`config.mk`:
```
export PLATFORM = sky130hd
export DESIGN_NAME = top_n_sorted_score_table
export DESIGN_NICKNAME = d
export VERILOG_FILES = /design/src/rtl/nsst_pkg.sv /design/src/rtl/top_n_sorted_score_table.sv
export SDC_FILE = /design/constraint.sdc
export NUM_CORES = 1
export LEC_CHECK = 0
export ABC_CLOCK_PERIOD_IN_PS = 7800
export BUFFER_PORTS_ARGS = -buffer_cell sky130_fd_sc_hd__buf_2
export CAP_MARGIN = 10
export CELL_PAD_IN_SITES_DETAIL_PLACEMENT = 1
export CELL_PAD_IN_SITES_GLOBAL_PLACEMENT = 1
export CORE_MARGIN = 2
export CORE_UTILIZATION = 48
export CTS_CLUSTER_DIAMETER = 30
export DETAILED_ROUTE_END_ITERATION = 6
export GPL_ROUTABILITY_DRIVEN = 0
export HOLD_SLACK_MARGIN = 0.06
export PLACE_DENSITY = 0.81
export SYNTH_ARGS = -nofsm -noshare
export SYNTH_HDL_FRONTEND = slang
export SYNTH_SLANG_ARGS = --single-unit
```
`constraint.sdc`:
```
create_clock -name clock -period 7.8 [get_ports clock]
set_clock_uncertainty 0.15 [all_clocks]
set_input_delay 0.39 -clock clock [delete_from_list [all_inputs] [get_ports clock]]
set_output_delay 0.39 -clock clock [all_outputs]
set_load 0.005 [all_outputs]
```
`src/rtl/nsst_pkg.sv`:
```
// Shared types and constants for the sorted score table.
// Holds the request, response and table entry word formats.
// No dependencies.
`timescale 1ns / 1ps
`default_nettype none

package nsst_pkg;

   // table geometry
   localparam int TABLE_DEPTH = 16;
   localparam int IDX_W       = (TABLE_DEPTH > 1) ? $clog2(TABLE_DEPTH) : 1;
   localparam int CNT_W       = $clog2(TABLE_DEPTH + 1);

   // fixed field widths of the words
   localparam int KIND_W   = 2;
   localparam int SCORE_W  = 32;
   localparam int TAG_W    = 32;
   localparam int INDEX_W  = 4;
   localparam int STATUS_W = 2;
   localparam int POS_W    = 4;
   localparam int COUNT_W  = 5;

   // operation codes
   localparam logic [KIND_W-1:0] KIND_INSERT = 2'd0;
   localparam logic [KIND_W-1:0] KIND_DELETE = 2'd1;
   localparam logic [KIND_W-1:0] KIND_READ   = 2'd2;
   localparam logic [KIND_W-1:0] KIND_CLEAR  = 2'd3;

   // status codes
   localparam logic [STATUS_W-1:0] STATUS_DONE  = 2'd0;
   localparam logic [STATUS_W-1:0] STATUS_FULL  = 2'd1;
   localparam logic [STATUS_W-1:0] STATUS_RANGE = 2'd2;

   typedef struct packed {
      logic [KIND_W-1:0]         kind;
      logic signed [SCORE_W-1:0] score;
      logic [TAG_W-1:0]          in_tag;
      logic [INDEX_W-1:0]        index;
   } req_type;

   typedef struct packed {
      logic [STATUS_W-1:0]       status;
      logic [POS_W-1:0]          position;
      logic signed [SCORE_W-1:0] out_score;
      logic [TAG_W-1:0]          out_tag;
      logic [COUNT_W-1:0]        entry_count;
   } rsp_type;

   typedef struct packed {
      logic signed [SCORE_W-1:0] score;
      logic [TAG_W-1:0]          tag;
   } entry_type;

endpackage

`default_nettype wire

```
`src/rtl/top_n_sorted_score_table.sv`:
```
// Top level of the sorted score table: request decode, table memory and sequencer.
// Depends on nsst_pkg for word formats, codes and the table depth.
// Single module; the table is one synchronous memory of score and tag pairs.
`timescale 1ns / 1ps
`default_nettype none

// Keeps up to TABLE_DEPTH score and tag entries sorted from highest to lowest
// score in one single-port-write memory with a registered read. One operation
// is worked at a time and each returns exactly one response word. An insert
// walks the table from the bottom upward, moving each lower entry down one
// place per cycle until its slot is found. On a full table the last entry is
// checked first, and the new score is dropped when it is below that entry.
// A delete pulls each later entry up one place and a clear writes over the
// valid entries; each operation may then wait for the output register to
// drain. The table memory write port takes one entry per cycle. A new
// request is taken as soon as the sequencer is idle, even while the last
// response still waits in the output register. No clearing pass is needed.
module top_n_sorted_score_table (
   input  wire logic             clock,
   input  wire logic             reset,
   input  wire logic             req_valid,
   output      logic             req_stall,
   input  wire nsst_pkg::req_type req_data,
   output      logic             rsp_valid,
   input  wire logic             rsp_stall,
   output      nsst_pkg::rsp_type rsp_data
);

   // sequencer states
   localparam logic [2:0] ST_IDLE      = 3'd0;
   localparam logic [2:0] ST_INS_FULL  = 3'd1;
   localparam logic [2:0] ST_INS_SHIFT = 3'd2;
   localparam logic [2:0] ST_DEL_SHIFT = 3'd3;
   localparam logic [2:0] ST_RD_WAIT   = 3'd4;
   localparam logic [2:0] ST_CLR       = 3'd5;
   localparam logic [2:0] ST_DONE      = 3'd6;

   logic [2:0]                     state_ff, state_in;
   nsst_pkg::req_type              op_ff, op_in;
   logic [nsst_pkg::IDX_W-1:0]     ptr_ff, ptr_in;
   logic [nsst_pkg::CNT_W-1:0]     count_ff, count_in;
   nsst_pkg::rsp_type              res_ff, res_in;
   logic                           rsp_valid_ff, rsp_valid_in;
   nsst_pkg::rsp_type              rsp_ff, rsp_in;

   // table memory
   nsst_pkg::entry_type            mem_ff [nsst_pkg::TABLE_DEPTH];
   nsst_pkg::entry_type            rd_data_ff;
   logic                           mem_we;
   logic [nsst_pkg::IDX_W-1:0]     mem_waddr;
   nsst_pkg::entry_type            mem_wdata;
   logic [nsst_pkg::IDX_W-1:0]     mem_raddr;

   logic                           out_free;
   logic                           req_in_range;
   logic                           op_in_range;
   nsst_pkg::entry_type            new_entry;
   logic                           new_ge_rd;
   logic [nsst_pkg::CNT_W-1:0]     ptr_next_cnt;

   assign req_stall = (state_ff != ST_IDLE);
   assign rsp_valid = rsp_valid_ff;
   assign rsp_data  = rsp_ff;
   assign out_free  = !rsp_valid_ff || !rsp_stall;

   // index range checks against the current fill
   assign req_in_range = (32'(req_data.index) < 32'(count_ff));
   assign op_in_range  = (32'(op_ff.index) < 32'(count_ff));

   assign new_entry.score = op_ff.score;
   assign new_entry.tag   = op_ff.in_tag;
   assign new_ge_rd       = (op_ff.score >= rd_data_ff.score);
   assign ptr_next_cnt    = nsst_pkg::CNT_W'(ptr_ff) + nsst_pkg::CNT_W'(1);

   // memory write port and registered read port
   always_ff @(posedge clock) begin
      if (mem_we) begin
         mem_ff[mem_waddr] <= mem_wdata;
      end
      rd_data_ff <= mem_ff[mem_raddr];
   end

   // sequencer
   always_comb begin
      state_in     = state_ff;
      op_in        = op_ff;
      ptr_in       = ptr_ff;
      count_in     = count_ff;
      res_in       = res_ff;
      rsp_valid_in = rsp_valid_ff;
      rsp_in       = rsp_ff;
      mem_we       = 1'b0;
      mem_waddr    = ptr_ff;
      mem_wdata    = new_entry;
      mem_raddr    = ptr_ff;

      // response register drains when taken
      if (rsp_valid_ff && !rsp_stall) begin
         rsp_valid_in = 1'b0;
      end

      unique case (state_ff)
         ST_IDLE: begin
            if (req_valid) begin
               op_in  = req_data;
               res_in = '0;
               unique case (req_data.kind)
                  nsst_pkg::KIND_INSERT: begin
                     if (32'(count_ff) == nsst_pkg::TABLE_DEPTH) begin
                        // full: check the last entry first
                        mem_raddr = nsst_pkg::IDX_W'(nsst_pkg::TABLE_DEPTH - 1);
                        state_in  = ST_INS_FULL;
                     end else begin
                        ptr_in    = nsst_pkg::IDX_W'(count_ff);
                        mem_raddr = nsst_pkg::IDX_W'(count_ff - nsst_pkg::CNT_W'(1));
                        state_in  = ST_INS_SHIFT;
                     end
                  end
                  nsst_pkg::KIND_DELETE: begin
                     if (req_in_range) begin
                        ptr_in    = nsst_pkg::IDX_W'(req_data.index);
                        mem_raddr = nsst_pkg::IDX_W'(req_data.index)
                                    + nsst_pkg::IDX_W'(1);
                        state_in  = ST_DEL_SHIFT;
                     end else begin
                        res_in.status = nsst_pkg::STATUS_RANGE;
                        state_in      = ST_DONE;
                     end
                  end
                  nsst_pkg::KIND_READ: begin
                     if (req_in_range) begin
                        mem_raddr = nsst_pkg::IDX_W'(req_data.index);
                        state_in  = ST_RD_WAIT;
                     end else begin
                        res_in.status = nsst_pkg::STATUS_RANGE;
                        state_in      = ST_DONE;
                     end
                  end
                  nsst_pkg::KIND_CLEAR: begin
                     ptr_in = '0;
                     if (count_ff == '0) begin
                        state_in = ST_DONE;
                     end else begin
                        state_in = ST_CLR;
                     end
                  end
                  default: begin
                     state_in = ST_DONE;
                  end
               endcase
            end
         end

         ST_INS_FULL: begin
            // new score below the last entry is dropped
            if (!new_ge_rd) begin
               res_in.status = nsst_pkg::STATUS_FULL;
               state_in      = ST_DONE;
            end else begin
               ptr_in    = nsst_pkg::IDX_W'(nsst_pkg::TABLE_DEPTH - 1);
               mem_raddr = nsst_pkg::IDX_W'(nsst_pkg::TABLE_DEPTH - 2);
               state_in  = ST_INS_SHIFT;
            end
         end

         ST_INS_SHIFT: begin
            // read data holds the entry just above the slot at ptr
            mem_we = 1'b1;
            if (ptr_ff != '0 && new_ge_rd) begin
               mem_wdata = rd_data_ff;
               ptr_in    = ptr_ff - nsst_pkg::IDX_W'(1);
               mem_raddr = ptr_ff - nsst_pkg::IDX_W'(2);
            end else begin
               mem_wdata       = new_entry;
               res_in.position = nsst_pkg::POS_W'(ptr_ff);
               if (32'(count_ff) < nsst_pkg::TABLE_DEPTH) begin
                  count_in = count_ff + nsst_pkg::CNT_W'(1);
               end
               state_in = ST_DONE;
            end
         end

         ST_DEL_SHIFT: begin
            // pull the next entry up over ptr
            if (ptr_next_cnt < count_ff) begin
               mem_we    = 1'b1;
               mem_wdata = rd_data_ff;
               ptr_in    = ptr_ff + nsst_pkg::IDX_W'(1);
               mem_raddr = ptr_ff + nsst_pkg::IDX_W'(2);
            end else begin
               count_in        = count_ff - nsst_pkg::CNT_W'(1);
               res_in.position = nsst_pkg::POS_W'(op_ff.index);
               state_in        = ST_DONE;
            end
         end

         ST_RD_WAIT: begin
            if (op_in_range) begin
               res_in.position  = nsst_pkg::POS_W'(op_ff.index);
               res_in.out_score = rd_data_ff.score;
               res_in.out_tag   = rd_data_ff.tag;
            end
            state_in = ST_DONE;
         end

         ST_CLR: begin
            // one entry per cycle over the valid part
            mem_we          = 1'b1;
            mem_wdata.score = '0;
            mem_wdata.tag   = op_ff.in_tag;
            if (ptr_next_cnt >= count_ff) begin
               state_in = ST_DONE;
            end else begin
               ptr_in = ptr_ff + nsst_pkg::IDX_W'(1);
            end
         end

         ST_DONE: begin
            if (out_free) begin
               rsp_valid_in       = 1'b1;
               rsp_in             = res_ff;
               rsp_in.entry_count = nsst_pkg::COUNT_W'(count_ff);
               state_in           = ST_IDLE;
            end
         end

         default: begin
            state_in = ST_IDLE;
         end
      endcase
   end

   // control registers
   always_ff @(posedge clock) begin
      if (reset) begin
         state_ff     <= ST_IDLE;
         count_ff     <= '0;
         rsp_valid_ff <= 1'b0;
      end else begin
         state_ff     <= state_in;
         count_ff     <= count_in;
         rsp_valid_ff <= rsp_valid_in;
      end
   end

   // payload registers
   always_ff @(posedge clock) begin
      op_ff  <= op_in;
      ptr_ff <= ptr_in;
      res_ff <= res_in;
      rsp_ff <= rsp_in;
   end

endmodule

`default_nettype wire
```
# Word-level counts from Yosys, hierarchy flattened

Memories as Yosys holds them, arrays and structs flattened. A register that Yosys moved wholly into a read port is not among the register bits.
Index checks and enable logic that the tools add are counted.
W data, S select, Z words.

Add/sub/neg operators: 8
Multiply operators: 0
Divide/modulo/power cells: 0
Order comparisons: 6
Equal/unequal tests: 24
Shifts and indexed selects: 0
Muxes and demuxes: 53
Bitwise gates (word level): 0
Reduce and logical (&&, ||, !) cells: 25

Operators by type and width:

| operator              | count |
|---|---|
| $pmux W64 S3          | 1 |
| $mux W64              | 2 |
| $pmux W64 S2          | 1 |
| $mux W75              | 1 |
| $mux W68              | 1 |
| $mux W4               | 15 |
| $ge A32 B32 Y1        | 1 |
| $pmux W4 S4           | 2 |
| $ne A2 B2 Y1 const B  | 12 |
| $pmux W4 S3           | 2 |
| $mux W3               | 7 |
| $pmux W3 S7           | 1 |
| $pmux W4 S5           | 1 |
| $mux W5               | 3 |
| $mux W2               | 6 |
| $pmux W3 S4           | 1 |
| $lt A4 B5 Y1          | 2 |
| $pmux W5 S2           | 1 |
| $reduce_and A5 Y1     | 2 |
| $eq A3 B3 Y1 const B  | 3 |
| $add A4 B1 Y4 const B | 2 |
| $reduce_and A8 Y1     | 1 |
| $reduce_bool A4 Y1    | 2 |
| $eq A3 B2 Y1 const B  | 2 |
| other kinds (31)      | 44 |

Register bits after elaboration: 226
Bits in latches: 0
Memory bits (writable): 1024
Bits in read-only memories: 0
Bits of input ports: 74
Output and inout port bits: 77
Word-level logic and storage cells: 133
Memories: 1

Memory list:

| name   | depth | bits a word | read ports | clocked after Yosys merged registers in | write ports | RTL line                       | RTL |
|---|---|---|---|---|---|---|---|
| mem_ff | 16    | 64          | 1          | 1                                       | 1           | top_n_sorted_score_table.sv:47 | `nsst_pkg::entry_type mem_ff [nsst_pkg::TABLE_DEPTH];` |

# Longest topological paths before layout

Depth in word-level cells: 6
Mapped depth: 18
Depth with buffers taken out: 14

# Least setup slack after synthesis

OpenSTA, ideal clock, no wires.

Kind: register -> register
Start: reg count_ff[1] in the netlist's numbering
End: reg res_ff[10] in the netlist's numbering, enable pin
Data arrival time: 7.332 ns
Required time: 7.006 ns
Path slack: -0.326 ns
Cell stages (with the launch flop): 9
Buffers on the path: 0
Period minus slack after synthesis: 8.126 ns
Cells stage by stage: dfxtp_1 > inv_1 > ha_1 > o21ai_0 > nand2b_1 > a21o_1 > a21oi_1 > nor3_1 > nor4_1

Word-level cells in the longest chain between the ends: 3

RTL lines:

| element                     | RTL line                        | RTL |
|---|---|---|
| from (decl)                 | top_n_sorted_score_table.sv:41  | `logic [nsst_pkg::CNT_W-1:0] count_ff, count_in;` |
| from (signal assigned)      | top_n_sorted_score_table.sv:241 | `count_ff <= count_in;` |
| $lt A4 B5 Y1                | top_n_sorted_score_table.sv:68  | `assign op_in_range = (32'(op_ff.index) < 32'(count_ff));` |
| $ne A2 B2 Y1 (no line)      | n/a                             |  |
| $reduce_and A3 Y1 (no line) | n/a                             |  |
| to (signal assigned)        | top_n_sorted_score_table.sv:250 | `res_ff <= res_in;` |
| to (decl)                   | top_n_sorted_score_table.sv:42  | `nsst_pkg::rsp_type res_ff, res_in;` |

No other way between the ends.
A chain may end at the register's enable or synchronous reset.

# Worst setup path in the final report

Start: reg op_ff (netlist bit new_entry[63])
End: reg, netlist name rd_data_ff[11]

Word-level cells in the longest chain between the ends: 4
Elaborated cells between the ends (all ways): 5

RTL lines:

| element                | RTL line                        | RTL |
|---|---|---|
| from (decl)            | top_n_sorted_score_table.sv:39  | `nsst_pkg::req_type op_ff, op_in;` |
| from (signal assigned) | top_n_sorted_score_table.sv:248 | `op_ff <= op_in;` |
| $ge A32 B32 Y1 (*)     | top_n_sorted_score_table.sv:72  | `assign new_ge_rd = (op_ff.score >= rd_data_ff.score);` |
| $logic_and A1 B1 Y1    | top_n_sorted_score_table.sv:169 | `if (ptr_ff != '0 && new_ge_rd) begin` |
| $mux W4                | top_n_sorted_score_table.sv:169 |  |
| $pmux W4 S4 (*)        | top_n_sorted_score_table.sv:102 | `unique case (state_ff)` |

Mark *: on every way between the ends. The rest lies on a longest branch, timed or not.

==> flow_summary.ini <==
[final_layout]
drive_gt1_frac = 0.228
final_area_um2 = 64000
area_growth_pct = 22.2
n_fill_cell = 9654
fin_nets = 3745

[global_route]
grt_pass1_vias = 36150
grt_max_degree = 158
grt-ovfl-total = 0
grt-busiest-layer = met2
globalRouteMet1Util = 0.366
globalRouteTotalUtil = 0.300
groute.layer.met2.usage = 0.511
use_met3 = 0.0593
antenna_found_initial = 11
grt_pass1_wl_um = 245000

[floorplan]
dieHeight_um = 334
dieArea_um2 = 112000
boundaryPins = 151
core_um2 = 109000
row_count = 121
die_w_um = 334
start_util = 0.482

[logic_synthesis]
synthFlopType = edfxtp_1
synthDistinctLibCells = 75
ys_seq_elements = 1314
syn-num-nets = 3422
syn_area_um2 = 52300
synthArstFlopShare = 0
ys_warn_count = 0
seq_area_frac_synth = 0.740
synth.avg_cell_area_um2 = 15.9
synth_edf_count = 1241
synthCells = 3289

[sta]
fin_crit_ps = 5830
hold_viol_final = 0
period_share = 0.747
slew_violations = 0
max-slew-margin-rel = 0.164
rsz0062_at_grt = no
fmax_mhz = 172
fin_tns_setup_ps = 0
setup_viol = 0
worst_pin_slew_ps = 1250

[setup_path]
cp.arrival_ps = 6390
path_max_fanout = 32
r2r_cells = 13
worstPathRequired_ps = 8370
worstSetupPathType = reg2reg
start_kind = flip-flop
end_kind = flip-flop

[cts]
htreeDepth = 4
numCtsBuffers = 234
cts_tree = yes
clk_latency_ps = 830
cts.sinks = 1314
clockBufferDepth = 3
clockRootBuffer = clkbuf_16
post_cts_buffers = 0
clk_pin_slew_ps = 60

[routing]
drt-initial-drc-count = 3736
ant_nets = 0
drt_wl_total_um = 168000
drc_errors = 0
vias_per_cell = 6.31
drtPass1Iterations = 7
wl_per_cell_um = 32.0
routed-via-count = 33066

[min_path]
hold_depth = 4
min_path_type = in2reg

[power_and_ir_drop]
ir_drop_v = 0.00118
leakage_nw = 22.7
total_power_mw = 35.2
power.density_nw_per_um2 = 550

[placement]
hpwl_um = 78000
place_area_um2 = 54700
io_buffers = 150

[job]
drv_cap = 0

[outcome]
outcome = finished, final reports clean
stage by stage:
| stage | setup slack, ps | util | hold WS, ps | instances |
|---|---|---|---|---|
| 3_3_place_gp | 2440 | 0.504 | 252 | 4719 |
| 5_1_grt | 1910 | 0.589 | 102 | 5237 |
| 2_1_floorplan | 391 | - | 250 | 3289 |
| 6_report | 1970 | 0.589 | 117 | 5240 |
| 4_1_cts | 2100 | 0.589 | 90.4 | 5236 |
| 3_5_place_dp | 2210 | 0.504 | 256 | 4719 |
final cells by class:
type | count | area, um2 | share of cell area
Tap cell | 1414 | 1770 | 0.0277
Multi-Input combinational cell | 1734 | 12700 | 0.199
Sequential cell | 1314 | 38700 | 0.606
Antenna cell | 4 | 10.0 | 0.000157
Timing Repair Buffer | 277 | 2030 | 0.0318
Clock buffer | 286 | 6280 | 0.0982
Inverter | 51 | 191 | 0.00299
Clock inverter | 160 | 2220 | 0.0347
cell usage after synthesis (13+ instances only):
library cell | number | area share
buf_1 | 14 | 0.0010
clkbuf_1 | 110 | 0.0079
o21ai_0 | 25 | 0.0024
a22o_1 | 34 | 0.0057
mux2_2 | 159 | 0.034
nor3_1 | 78 | 0.0075
nand3_1 | 136 | 0.013
buf_2 | 43 | 0.0041
o2111a_1 | 63 | 0.014
mux2_1 | 63 | 0.014
nand2_1 | 435 | 0.031
a31oi_1 | 73 | 0.0087
nor2_1 | 121 | 0.0087
inv_1 | 49 | 0.0035
mux2i_1 | 193 | 0.037
edfxtp_1 | 1241 | 0.71
a21oi_1 | 37 | 0.0035
and3_1 | 70 | 0.0084
dfxtp_1 | 73 | 0.028
buf_6 | 13 | 0.0028
ha_1 | 58 | 0.014
a221oi_2 | 59 | 0.017
flip-flops by register name, indices dropped and copies added (netlist names), 3 cells and up:
register,flops
count_ff,5
mem_ff,1024
mem_waddr,4
new_entry,64
op_ff,4
rd_data_ff,64
res_ff,70
rsp_data,75
state_ff,3
cell families after synthesis:
family / synth area share
adders and majority gates: 0.0143
DFF: 0.740
AOI/OAI and AO/OA: 0.0633
muxes: 0.0847
buffers and inverters: 0.0210
and+or+nand+nor: 0.0746
xor gates and xnor gates: 0.00184
report_power, final:
part | switching [mW] | leakage [nW] | internal, mW
Clock | 3.91 | 4.05 | 7.10
Sequential | 0.545 | 11.9 | 9.84
Combinational | 9.26 | 6.69 | 4.52
Total | 13.7 | 22.7 | 21.5
worst max-delay path: stages (launching register included):
cell,delay [ps]
edfxtp_1,410
ha_1,390
nand4_2,220
nor4_4,410
nand2_1,230
a31oi_2,590
nor3_2,180
nor2_1,470
a311oi_4,190
buf_4,340
nor2_4,910
buf_4,750
a221oi_1,210
o2111a_1,230
metal layers:
layer	vias up	wire length (um)
li1	13430	-
met1	17090	61600
met2	1988	84100
met3	548	14400
met4	10	7650
met5	-	50
repair_timing:
action	CTS	global route
gates resized for setup	0	0
endpoints found under the hold margin	86	0
hold buffers	71	0
layout by cell type, fill, tap and decap left out, types with 11 or more instances in the layout:
cell | Yosys | layout
a22o_1 | 34 | 33
buf_4 | 9 | 44
edfxtp_1 | 1241 | 1241
bufinv_16 | 0 | 40
inv_1 | 49 | 49
nor2_4 | 0 | 14
clkinv_1 | 1 | 11
o21ai_0 | 25 | 25
a21oi_1 | 37 | 36
buf_12 | 0 | 12
a31oi_1 | 73 | 73
clkinvlp_4 | 0 | 34
dfxtp_1 | 73 | 72
nor3_1 | 78 | 75
ha_1 | 58 | 58
buf_2 | 43 | 150
mux2i_1 | 193 | 193
a221oi_2 | 59 | 59
clkbuf_1 | 110 | 30
clkbuf_16 | 0 | 235
clkbuf_8 | 0 | 21
dlygate4sd3_1 | 0 | 71
nand2_1 | 435 | 434
mux2_2 | 159 | 159
nand3_1 | 136 | 136
and3_1 | 70 | 69
nor2_1 | 121 | 107
clkinv_4 | 0 | 14
inv_6 | 0 | 21
mux2_1 | 63 | 63
clkinv_2 | 0 | 29
o2111a_1 | 63 | 63
path summary, 6_finish.rpt:
check	start	to	slack (ps)
min	req_data[69]	res_ff[74]$_SDFFCE_PP0P_	120
max	new_entry[63]$_DFFE_PP_	rd_data_ff[11]$_DFF_P_	1970
max reg2reg	new_entry[63]$_DFFE_PP_	rd_data_ff[11]$_DFF_P_	1970
min reg2reg	res_ff[16]$_SDFFCE_PP0P_	rsp_data[16]$_DFFE_PP_	250
Power figures use the tool's default switching activity.
